`config.mk`:
```
export PLATFORM = sky130hd
export DESIGN_NAME = sorted_array_linked_list
export DESIGN_NICKNAME = d
export VERILOG_FILES = /design/src/sv/sall_pkg.sv /design/src/sv/sorted_array_linked_list.sv
export SDC_FILE = /design/constraint.sdc
export NUM_CORES = 2
export LEC_CHECK = 0
export ABC_AREA = 1
export BUFFER_PORTS_ARGS = -buffer_cell sky130_fd_sc_hd__buf_2
export CAP_MARGIN = 20
export CELL_PAD_IN_SITES_DETAIL_PLACEMENT = 0
export CELL_PAD_IN_SITES_GLOBAL_PLACEMENT = 1
export CORE_MARGIN = 2
export CORE_UTILIZATION = 56
export CTS_CLUSTER_DIAMETER = 60
export DETAILED_ROUTE_END_ITERATION = 7
export PLACE_DENSITY = 0.88
export SLEW_MARGIN = 15
export SYNTH_ARGS = -nofsm -noshare
export SYNTH_HDL_FRONTEND = slang
export SYNTH_SLANG_ARGS = --single-unit
```
`constraint.sdc`:
```
create_clock -name clk -period 11.2 [get_ports clk]
set_clock_uncertainty 0.15 [all_clocks]
set_input_delay 1.68 -clock clk [delete_from_list [all_inputs] [get_ports clk]]
set_output_delay 1.68 -clock clk [all_outputs]
set_load 0.1 [all_outputs]
```
`src/sv/sall_pkg.sv`:
```
`timescale 1ns / 1ps

package sall_pkg;

  localparam int KEY_W  = 32;
  localparam int ACT_W  = 2;
  localparam int SLOT_W = 6;

  // Operation codes carried on the action field
  typedef enum logic [ACT_W-1:0] {
    ACT_INSERT = 2'd0,
    ACT_DELETE = 2'd1,
    ACT_SEARCH = 2'd2,
    ACT_CLEAR  = 2'd3
  } act_t;

  // Sequencer states
  typedef enum logic [2:0] {
    ST_IDLE,
    ST_WALK,
    ST_FREE_RD,
    ST_INS,
    ST_DEL,
    ST_PREV_WR,
    ST_DONE
  } st_t;

endpackage

```
`src/sv/sorted_array_linked_list.sv`:
```
// Operation: the walk reads one list slot per cycle (one key/link memory read) until it meets
//   a key not smaller than the search key or the list end; the update states follow in order:
//   free slot read, insert or delete, previous link write. One beat at a time: the input stalls
//   while an operation is in progress. The next beat is taken while the result still waits.
// Reset: empty list, free chain in slot order from slot 0, fill count zero. No memory clearing
//   pass: link entries at or above the fill count read as their reset chain value.
`timescale 1ns / 1ps

module sorted_array_linked_list #(
  parameter int CAPACITY = 64
) (
  input  logic                               clk,
  input  logic                               rst,
  input  logic                               in_valid,
  output logic                               in_stall,
  input  logic [sall_pkg::ACT_W-1:0]         action,
  input  logic signed [sall_pkg::KEY_W-1:0]  key,
  output logic                               out_valid,
  input  logic                               out_stall,
  output logic                               ok,
  output logic [sall_pkg::SLOT_W-1:0]        slot
);

  localparam int IDX_W = (CAPACITY > 1) ? $clog2(CAPACITY) : 1;
  localparam int PTR_W = IDX_W + 1;
  localparam int EXT_W = (IDX_W > sall_pkg::SLOT_W) ? IDX_W : sall_pkg::SLOT_W;
  localparam logic [PTR_W-1:0] PTR_NULL = {PTR_W{1'b1}};
  localparam logic [PTR_W-1:0] PTR_CAP  = PTR_W'(CAPACITY);

  // Memories
  logic signed [sall_pkg::KEY_W-1:0] key_mem  [CAPACITY];
  logic        [PTR_W-1:0]           link_mem [CAPACITY];

  // Registers
  sall_pkg::st_t                     state, state_next;
  sall_pkg::act_t                    act_q;
  logic signed [sall_pkg::KEY_W-1:0] key_q;
  logic [PTR_W-1:0]                  list_head, free_head, hwm;
  logic [PTR_W-1:0]                  cur, prev, steps, wr_val;
  logic signed [sall_pkg::KEY_W-1:0] key_rd;
  logic [PTR_W-1:0]                  link_rd;
  logic [IDX_W-1:0]                  rd_addr;
  logic                              rd_fresh;
  logic                              res_ok;
  logic [IDX_W-1:0]                  res_slot;

  // Combinational control
  sall_pkg::act_t     act_c;
  logic               in_fire, out_free;
  logic [PTR_W-1:0]   link_eff, dflt_nxt, steps_inc;
  logic               less, wend, wfound;
  sall_pkg::st_t      disp_state;
  logic               rd_en, key_we, link_we;
  logic [IDX_W-1:0]   rd_addr_c, wr_idx;
  logic [PTR_W-1:0]   link_wdata;
  logic [EXT_W-1:0]   res_ext;

  assign in_stall  = (state != sall_pkg::ST_IDLE);
  assign in_fire   = in_valid && (state == sall_pkg::ST_IDLE);
  assign out_free  = !out_valid || !out_stall;
  assign act_c     = (state == sall_pkg::ST_IDLE) ? sall_pkg::act_t'(action) : act_q;
  assign steps_inc = steps + PTR_W'(1);
  assign res_ext   = EXT_W'(res_slot);

  // Link read data, with entries at or above the fill count taking their reset chain value
  always_comb begin
    dflt_nxt = {1'b0, rd_addr} + PTR_W'(1);
    if (dflt_nxt >= PTR_CAP) begin
      dflt_nxt = PTR_NULL;
    end
    link_eff = rd_fresh ? dflt_nxt : link_rd;
  end

  // Walk step: advance while the stored key is smaller
  always_comb begin
    less   = (key_rd < key_q);
    wend   = 1'b0;
    wfound = 1'b0;
    if (state == sall_pkg::ST_WALK) begin
      if (less) begin
        wend = (link_eff >= PTR_CAP) || (steps_inc >= PTR_CAP);
      end else begin
        wend   = 1'b1;
        wfound = (key_rd == key_q);
      end
    end
  end

  // Dispatch at the end of a walk
  always_comb begin
    case (act_c)
      sall_pkg::ACT_DELETE: disp_state = wfound ? sall_pkg::ST_DEL : sall_pkg::ST_DONE;
      sall_pkg::ACT_INSERT: disp_state = wfound ? sall_pkg::ST_DONE : sall_pkg::ST_FREE_RD;
      default:              disp_state = sall_pkg::ST_DONE;
    endcase
  end

  // Next state
  always_comb begin
    state_next = state;
    case (state)
      sall_pkg::ST_IDLE: begin
        if (in_valid) begin
          if (act_c == sall_pkg::ACT_CLEAR) begin
            state_next = sall_pkg::ST_DONE;
          end else if (act_c == sall_pkg::ACT_INSERT && free_head >= PTR_CAP) begin
            state_next = sall_pkg::ST_DONE;
          end else if (list_head >= PTR_CAP) begin
            state_next = disp_state;
          end else begin
            state_next = sall_pkg::ST_WALK;
          end
        end
      end
      sall_pkg::ST_WALK: begin
        if (wend) begin
          state_next = disp_state;
        end
      end
      sall_pkg::ST_FREE_RD: state_next = sall_pkg::ST_INS;
      sall_pkg::ST_INS,
      sall_pkg::ST_DEL: begin
        state_next = (prev >= PTR_CAP) ? sall_pkg::ST_DONE : sall_pkg::ST_PREV_WR;
      end
      sall_pkg::ST_PREV_WR: state_next = sall_pkg::ST_DONE;
      sall_pkg::ST_DONE: begin
        if (out_free) begin
          state_next = sall_pkg::ST_IDLE;
        end
      end
      default: state_next = sall_pkg::ST_IDLE;
    endcase
  end

  // Memory port control
  always_comb begin
    rd_en      = 1'b0;
    rd_addr_c  = list_head[IDX_W-1:0];
    key_we     = 1'b0;
    link_we    = 1'b0;
    wr_idx     = free_head[IDX_W-1:0];
    link_wdata = wr_val;
    case (state)
      sall_pkg::ST_IDLE: begin
        rd_en = in_valid && (state_next == sall_pkg::ST_WALK);
      end
      sall_pkg::ST_WALK: begin
        rd_en     = less && !wend;
        rd_addr_c = link_eff[IDX_W-1:0];
      end
      sall_pkg::ST_FREE_RD: begin
        rd_en     = 1'b1;
        rd_addr_c = free_head[IDX_W-1:0];
      end
      sall_pkg::ST_INS: begin
        key_we     = 1'b1;
        link_we    = 1'b1;
        link_wdata = (prev >= PTR_CAP) ? list_head : cur;
      end
      sall_pkg::ST_DEL: begin
        link_we    = 1'b1;
        wr_idx     = cur[IDX_W-1:0];
        link_wdata = free_head;
      end
      sall_pkg::ST_PREV_WR: begin
        link_we = 1'b1;
        wr_idx  = prev[IDX_W-1:0];
      end
      default: begin
        rd_en = 1'b0;
      end
    endcase
  end

  // Key memory
  always_ff @(posedge clk) begin
    if (key_we) begin
      key_mem[wr_idx] <= key_q;
    end
    if (rd_en) begin
      key_rd <= key_mem[rd_addr_c];
    end
  end

  // Link memory
  always_ff @(posedge clk) begin
    if (link_we) begin
      link_mem[wr_idx] <= link_wdata;
    end
    if (rd_en) begin
      link_rd  <= link_mem[rd_addr_c];
      rd_addr  <= rd_addr_c;
      rd_fresh <= ({1'b0, rd_addr_c} >= hwm);
    end
  end

  // Walk and result registers
  always_ff @(posedge clk) begin
    if (in_fire) begin
      act_q <= act_c;
      key_q <= key;
      cur   <= list_head;
      prev  <= PTR_NULL;
      steps <= '0;
    end
    if (state == sall_pkg::ST_WALK && less) begin
      prev  <= cur;
      cur   <= link_eff;
      steps <= steps_inc;
    end
    if ((in_fire && state_next != sall_pkg::ST_WALK) || wend) begin
      res_ok   <= (act_c == sall_pkg::ACT_CLEAR) || (act_c == sall_pkg::ACT_SEARCH && wfound);
      res_slot <= (act_c == sall_pkg::ACT_SEARCH && wfound) ? cur[IDX_W-1:0] : '0;
    end
    if (state == sall_pkg::ST_INS) begin
      res_ok   <= 1'b1;
      res_slot <= free_head[IDX_W-1:0];
      wr_val   <= free_head;
    end
    if (state == sall_pkg::ST_DEL) begin
      res_ok   <= 1'b1;
      res_slot <= cur[IDX_W-1:0];
      wr_val   <= link_eff;
    end
  end

  // List heads, fill count, sequencer and result beat
  always_ff @(posedge clk) begin
    if (rst) begin
      state     <= sall_pkg::ST_IDLE;
      list_head <= PTR_NULL;
      free_head <= '0;
      hwm       <= '0;
      out_valid <= 1'b0;
    end else begin
      state <= state_next;
      // rebuild empty list and full free chain
      if (in_fire && act_c == sall_pkg::ACT_CLEAR) begin
        list_head <= PTR_NULL;
        free_head <= '0;
        hwm       <= '0;
      end
      // take the free slot and link it in
      if (state == sall_pkg::ST_INS) begin
        free_head <= link_eff;
        if (free_head == hwm) begin
          hwm <= hwm + PTR_W'(1);
        end
        if (prev >= PTR_CAP) begin
          list_head <= free_head;
        end
      end
      // unlink and push the slot on the free chain
      if (state == sall_pkg::ST_DEL) begin
        free_head <= cur;
        if (prev >= PTR_CAP) begin
          list_head <= link_eff;
        end
      end
      // hold the result beat until taken
      if (state == sall_pkg::ST_DONE && out_free) begin
        out_valid <= 1'b1;
      end else if (out_valid && !out_stall) begin
        out_valid <= 1'b0;
      end
    end
  end

  always_ff @(posedge clk) begin
    if (state == sall_pkg::ST_DONE && out_free) begin
      ok   <= res_ok;
      slot <= res_ext[sall_pkg::SLOT_W-1:0];
    end
  end

  // Checks
  a_hwm_bound: assert property (@(posedge clk) disable iff (rst) hwm <= PTR_CAP)
    else $error("fill count beyond capacity");

  a_walk_addr: assert property (@(posedge clk) disable iff (rst)
    state == sall_pkg::ST_WALK |-> (rd_addr == cur[IDX_W-1:0] && cur < PTR_CAP))
    else $error("walk data does not match current slot");

  a_steps_bound: assert property (@(posedge clk) disable iff (rst)
    state == sall_pkg::ST_WALK |-> steps < PTR_CAP)
    else $error("walk ran past capacity");

  a_fail_slot: assert property (@(posedge clk) disable iff (rst)
    out_valid && !ok |-> slot == '0)
    else $error("failed beat carries a slot");

endmodule

```
**After elaboration in Yosys (flattened, before gate mapping)**

Memory sizes are Yosys's and may differ from the RTL's. A register that Yosys moved wholly into a read port is not among the register bits.
Cells that the tools add are included.
W data, S select, Z words.

- Input port bits: 38
- Word-level logic and storage cells: 124
- Register bits: 108
- Bits in writable memories: 2496
- Output and inout bits: 9
- Memories: 2

Memory list:

| name | words | bits a word | rd ports | clocked after Yosys merged registers in | wr ports | RTL line | source |
|---|---|---|---|---|---|---|---|
| key_mem | 64 | 32 | 1 | 1 | 1 | sorted_array_linked_list.sv:31 | `logic signed [sall_pkg::KEY_W-1:0] key_mem [CAPACITY];` |
| link_mem | 64 | 7 | 1 | 1 | 1 | sorted_array_linked_list.sv:32 | `logic [PTR_W-1:0] link_mem [CAPACITY];` |

- Magnitude comparators: 8
- $add $sub $neg: 3
- Mux-type cells: 54
- Equal/unequal tests: 13
- Reduce and logical (&&, ||, !) cells: 27

Operators with widths:

| cell | count |
|---|---|
| $mux W7 | 22 |
| $ge A7 B7 Y1 const B | 6 |
| $eq A32 B32 Y1 | 1 |
| $lt A32 B32 Y1 | 1 |
| $mux W6 | 4 |
| $pmux W6 S2 | 2 |
| $mux W3 | 7 |
| $pmux W3 S6 | 1 |
| $add A7 B1 Y7 const B | 2 |
| $pmux W7 S2 | 1 |
| $mux W1 | 12 |
| $logic_and A1 B1 Y1 | 10 |
| $eq A3 B3 Y1 const B | 3 |
| $reduce_bool A3 Y1 | 3 |
| $add A6 B1 Y7 const B | 1 |
| $eq A7 B7 Y1 | 1 |
| $ge A6 B7 Y1 | 1 |
| $eq A3 B1 Y1 const B | 2 |
| $eq A3 B2 Y1 const B | 2 |
| $mux W2 | 3 |
| $pmux W3 S2 | 1 |
| $reduce_bool A2 Y1 | 3 |
| $eq A2 B2 Y1 const B | 2 |
| $logic_or A1 B1 Y1 | 4 |
| other kinds (8) | 10 |

**Depth between registers and ports, before layout**

- Depth in word-level cells: 16
- Gate-level depth with buffers: 21
- Gate-level depth less buffers: 21

**Least setup slack after synthesis**

Ideal clock, no wire load.

- Path kind: input to register
- From: input port in_valid
- To: register key_rd[0] (netlist bit) (read register of key_mem) (enable)
- Stages on the path: 4
- Setup time: 0.689 ns
- Arrival: 3.527 ns
- Slack: 6.834 ns
- Buffers on the path: 0
- Required time: 10.361 ns
- Cells stage by stage: nand2_1 inv_1 nand3_1 nand3_1

- Longest elaborated chain between the ends: 5

RTL lines:

| item | RTL line | source |
|---|---|---|
| start: declaration | sorted_array_linked_list.sv:14 | `input logic in_valid,` |
| $mux W3 | sorted_array_linked_list.sv:103 | `if (in_valid) begin` |
| $pmux W3 S6 | sorted_array_linked_list.sv:101 | `case (state)` |
| $eq A3 B1 Y1 | sorted_array_linked_list.sv:145 | `rd_en = in_valid && (state_next == sall_pkg::ST_WALK);` |
| $logic_and A1 B1 Y1 (*) | sorted_array_linked_list.sv:145 |  |
| $pmux W1 S3 (*) | sorted_array_linked_list.sv:143 | `case (state)` |
| via rd_en | sorted_array_linked_list.sv:53 | `logic rd_en, key_we, link_we;` |
| end: declaration | sorted_array_linked_list.sv:40 | `logic signed [sall_pkg::KEY_W-1:0] key_rd;` |

The timed path passes the listed nets; every way through them passes the cells marked *.
A chain may end at the register's enable or synchronous reset.

**Worst setup path after layout**

- From: register rd_addr[0]
- To: register key_rd[26] (netlist bit) (read register of key_mem) (data pin)

- Longest elaborated chain between the ends: 13
- Elaborated cells on any way between the ends: 16
- Those cells by class: add/sub (1); order compare (2); eq/ne (1); mux (8); reduce/logical (4)

RTL lines:

| item | RTL line | source |
|---|---|---|
| start: declaration | sorted_array_linked_list.sv:42 | `logic [IDX_W-1:0] rd_addr;` |
| start signal: assignment | sorted_array_linked_list.sv:192 | `rd_addr <= rd_addr_c;` |
| $add A6 B1 Y7 (*) | sorted_array_linked_list.sv:67 | `dflt_nxt = {1'b0, rd_addr} + PTR_W'(1);` |
| $ge A7 B7 Y1 | sorted_array_linked_list.sv:68 | `if (dflt_nxt >= PTR_CAP) begin` |
| $mux W7 (*) | sorted_array_linked_list.sv:68 |  |
| $mux W7 (*) | sorted_array_linked_list.sv:71 | `link_eff = rd_fresh ? dflt_nxt : link_rd;` |
| $ge A7 B7 Y1 | sorted_array_linked_list.sv:81 | `wend = (link_eff >= PTR_CAP) \|\| (steps_inc >= PTR_CAP);` |
| $logic_or A1 B1 Y1 | sorted_array_linked_list.sv:81 |  |
| $mux W1 | sorted_array_linked_list.sv:80 | `if (less) begin` |
| $mux W1 | sorted_array_linked_list.sv:79 | `if (state == sall_pkg::ST_WALK) begin` |
| $mux W3 | sorted_array_linked_list.sv:116 | `if (wend) begin` |
| $pmux W3 S6 | sorted_array_linked_list.sv:101 |  |
| $eq A3 B1 Y1 | sorted_array_linked_list.sv:145 |  |
| $logic_and A1 B1 Y1 | sorted_array_linked_list.sv:145 |  |
| $pmux W1 S3 | sorted_array_linked_list.sv:143 |  |

Mark *: on every way between the ends. The rest lies on a longest branch, timed or not.

==> key figures <==
Floorplanning
  – I/O Pins: 47
  – Die H: 454 um
  – Core ar.: 202000 um^2
  – Die width: 454 um
  – Initial core utilization: 56.3%
  – Die area: 206000 um^2
  – # rows: 165

Power
  – VDD IR max: 0.000626 V
  – Reg power frac: 30.7%
  – Switching share of total power: 45.9%
  – Pwr/cell area: 318 nW/um^2
  – Clock Power Share: 22.3%
  – Internal power: 0.0215 W
  – Switching power: 0.0183 W
  – Gate power share: 47.0%
  – Leakage: 46.6 nW

Worst setup path
  – Buf/Inv on CP: 3
  – Crit path top cell by count: nand3_1
  – CP startpoint kind: flop
  – Crit Path Category: reg -> reg
  – Top Family by Delay on Critical Path: simple AND/OR/NAND/NOR gates
  – Crit-path cells: ha_1 -> nand2_1 -> inv_1 -> nand3_1 -> nand3_1 -> nand3_1 -> nand2_8 -> nand2_8 -> buf_12 -> buf_12 -> nand2_1 -> nand3_1 -> nand3_1 -> nand3_1 -> nand3_1 -> nand3_1 -> nand2_1
  – Worst EP arrival: 6.51 ns
  – Critical R2R Capture: key_rd[26]
  – Reg2reg start: rd_addr[0]
  – CP Max Fanout: 183
  – Crit path largest cell delay: 0.68 ns
  – Critical Path Stages: 17
  – Worst R2R Path Depth: 17
  – Crit path from: rd_addr[0]
  – Flop-to-flop setup slack: 5.18 ns
  – Endpoint class of the critical path: flop
  – Critical-path top delay cell: nand2_8
  – Crit path to: key_rd[26]
  – Required time of the critical path: 11.69 ns

Synth
  – #FFs+latches synth: 2643
  – Sequential share of the synthesized area: 69.6%
  – Most common cell in the netlist: nand2_1
  – Synth warnings: 0
  – Cell Area, Synth: 114000 um^2
  – Post-Synthesis Cells: 10017
  – Avg Cell Area, Syn: 11.3 um^2
  – Netlist cell types: 47
  – Syn Nets: 10096
  – Synth area leaders: edfxtp_1, nand2_1, nand3_1
  – Post-synth top flop: edfxtp_1
  – Post-synth EDFFs: 2617
  – Ys async rst share: 0%
  – Yosys top cell by area: edfxtp_1
  – Top cells by count, synth: nand2_1, edfxtp_1, nand3_1
  – Top-area cell type share of the netlist area: 69.2%

STA
  – Final Hold Fails: 0
  – F_max: 166 MHz
  – Slew Limit Headroom: 13.4%
  – Slew Viols, Final: 0
  – Period minus WS final: 6.02 ns
  – Setup TNS: 0 ns
  – Endpoints failing setup: 0
  – Worst Tran Pin Value: 1.30 ns
  – RSZ-0062 raised after global routing: no
  – Period utilisation layout: 53.7%

CTS
  – Post-CTS Setup Inserts: 0
  – CTS tree: built
  – Clk root buf: clkbuf_16
  – Post_cts resized: 0
  – Num CTS Buffers: 286
  – Clock Latency Late Sink: 0.94 ns
  – Max H-tree Level: 5
  – CTS clk-pin slew, worst paths: 0.06 ns
  – CTS Buffer Depth: 4
  – Hold Buf Count CTS: 0
  – Clk sink count: 2643

Layout
  – Synthesis-to-layout area growth: 10.3%
  – Fin nets: 10000
  – Share of cells above drive strength 1: 7.06%
  – Fin cells: 12792
  – Fillers: 15254

Worst hold path
  – Worst Hold Depth: 0
  – Worst hold path type: reg -> reg

Global routing
  – All-Layer GR Usage: 32.5%
  – Vias in the first global route: 74140
  – Remaining Overflow, GRT: 0
  – Pin count of the biggest net entering global routing: 200
  – Initial antenna violation count: 11
  – Global-route wire length before repair: 491 mm

Drt
  – Drt drc: 0
  – Routed vias: 78160
  – Drt first pass iters: 8
  – Iteration-0 DRC Markers: 11780
  – Wire per inst: 26.5 um
  – Antenna-violating nets left: 0
  – Vias/cell: 6.11
  – Total wire length: 339 mm

Place
  – Final HPWL DP: 184 mm
  – Gp weighted congestion: 0.898
  – Inst Count DP: 12304
  – I/O Buffers: 46

Status
  – Status: finished, final reports clean

Job
  – Max-Cap Viols: 0
-- cell families after synthesis --
logic type / after synthesis / synth area share [%]
xor gates and xnor gates: 9 / 0.0694
AOI/OAI and AO/OA: 377 / 2.30
adders and majority gates: 41 / 0.452
DFF: 2643 / 69.6
buffers and inverters: 1611 / 5.75
and+or+nand+nor: 5336 / 21.8
-- state kept, by name (all words and copies together), names as in the netlist, 2 cells and up --
name	count
steps	7
cur	7
key_q	32
wr_val	7
list_head	7
res_ext	6
link_rd	7
slot	6
state	3
key_mem	2048
free_head	7
rd_addr	6
key_rd	32
hwm	7
act_q	2
prev	7
link_mem	448
-- area by class of cell --
type	instances	area (um^2)	area share, %
Sequential cell	2643	79100	63.1
Multi-Input combinational cell	5763	28700	22.9
Clock buffer	364	7660	6.11
Inverter	976	3690	2.94
Tap cell	2672	3340	2.67
Timing Repair Buffer	251	1930	1.54
Clock inverter	119	928	0.741
Antenna cell	4	10.0	0.00799
-- cells in the final DEF (no fill, tap or decap), drive strengths merged --
master    count
dfxtp        26
o21ai        44
o21bai        4
nor2        199
nor3         11
o22ai         7
bufinv       14
edfxtp     2617
nand3      1825
a211oi        1
o21a          4
clkinvlp      3
a31oi         3
xnor2         3
a41oi         1
a2111oi       1
o311ai        2
and3          1
or2           9
a21o          1
a21oi        52
diode         4
nand3b      624
a22oi         3
nand2      2663
o221ai        9
ha           41
a311oi        3
nor4          1
xor2          6
clkinv       95
o211ai      241
nand4         3
inv         983
a21boi        1
buf         251
clkbuf      364
-- metal layers --
metal / vias to the layer above / part of all wire, % / GRT usage, %
met5: - / 0.0038 / 0
met4: 2 / 6.3 / 18.1
met3: 888 / 12 / 6.60
met2: 4980 / 45 / 49.5
met1: 37854 / 37 / 44.1
li1: 34436 / - / -
-- stage by stage --
| step | hold slack [ns] | setup WS, ns | total power (W) | utilization [%] | instance area [um^2] |
|---|---|---|---|---|---|
| finish | 0.270 | 5.18 | 0.0398 | 62.1 | 125000 |
| global route | 0.280 | 5.00 | 0.0414 | 62.1 | 125000 |
| CTS | 0.270 | 5.37 | 0.0394 | 62.1 | 125000 |
| detailed placement | 0.258 | 5.39 | 0.0306 | 57.8 | 117000 |
| global placement | 0.259 | 5.44 | 0.0304 | 57.8 | 117000 |
| floorplan | 0.250 | 6.83 | 0.0238 | - | 114000 |
-- power groups by stage --
stage / clock, W / sequential (W) / combinational, W
2_1_floorplan: 0 / 0.0126 / 0.0112
3_3_place_gp: 0 / 0.0124 / 0.0180
3_5_place_dp: 0 / 0.0124 / 0.0182
4_1_cts: 0.00892 / 0.0122 / 0.0183
5_1_grt: 0.00929 / 0.0122 / 0.0199
6_report: 0.00888 / 0.0122 / 0.0187
-- worst min path at each step --
| stage | startpoint | endpoint | slack, ns |
|---|---|---|---|
| final | res_ext[1] | slot[1] | 0.27 |
| after global routing | res_ext[0] | slot[0] | 0.28 |
| after CTS | res_ext[1] | slot[1] | 0.27 |
| after detailed placement | res_ext[1] | slot[1] | 0.26 |
| after global placement | res_ext[1] | slot[1] | 0.26 |
| after floorplan | res_ext[0] | slot[0] | 0.25 |
No activity file was read; power rests on OpenSTA's default activity.
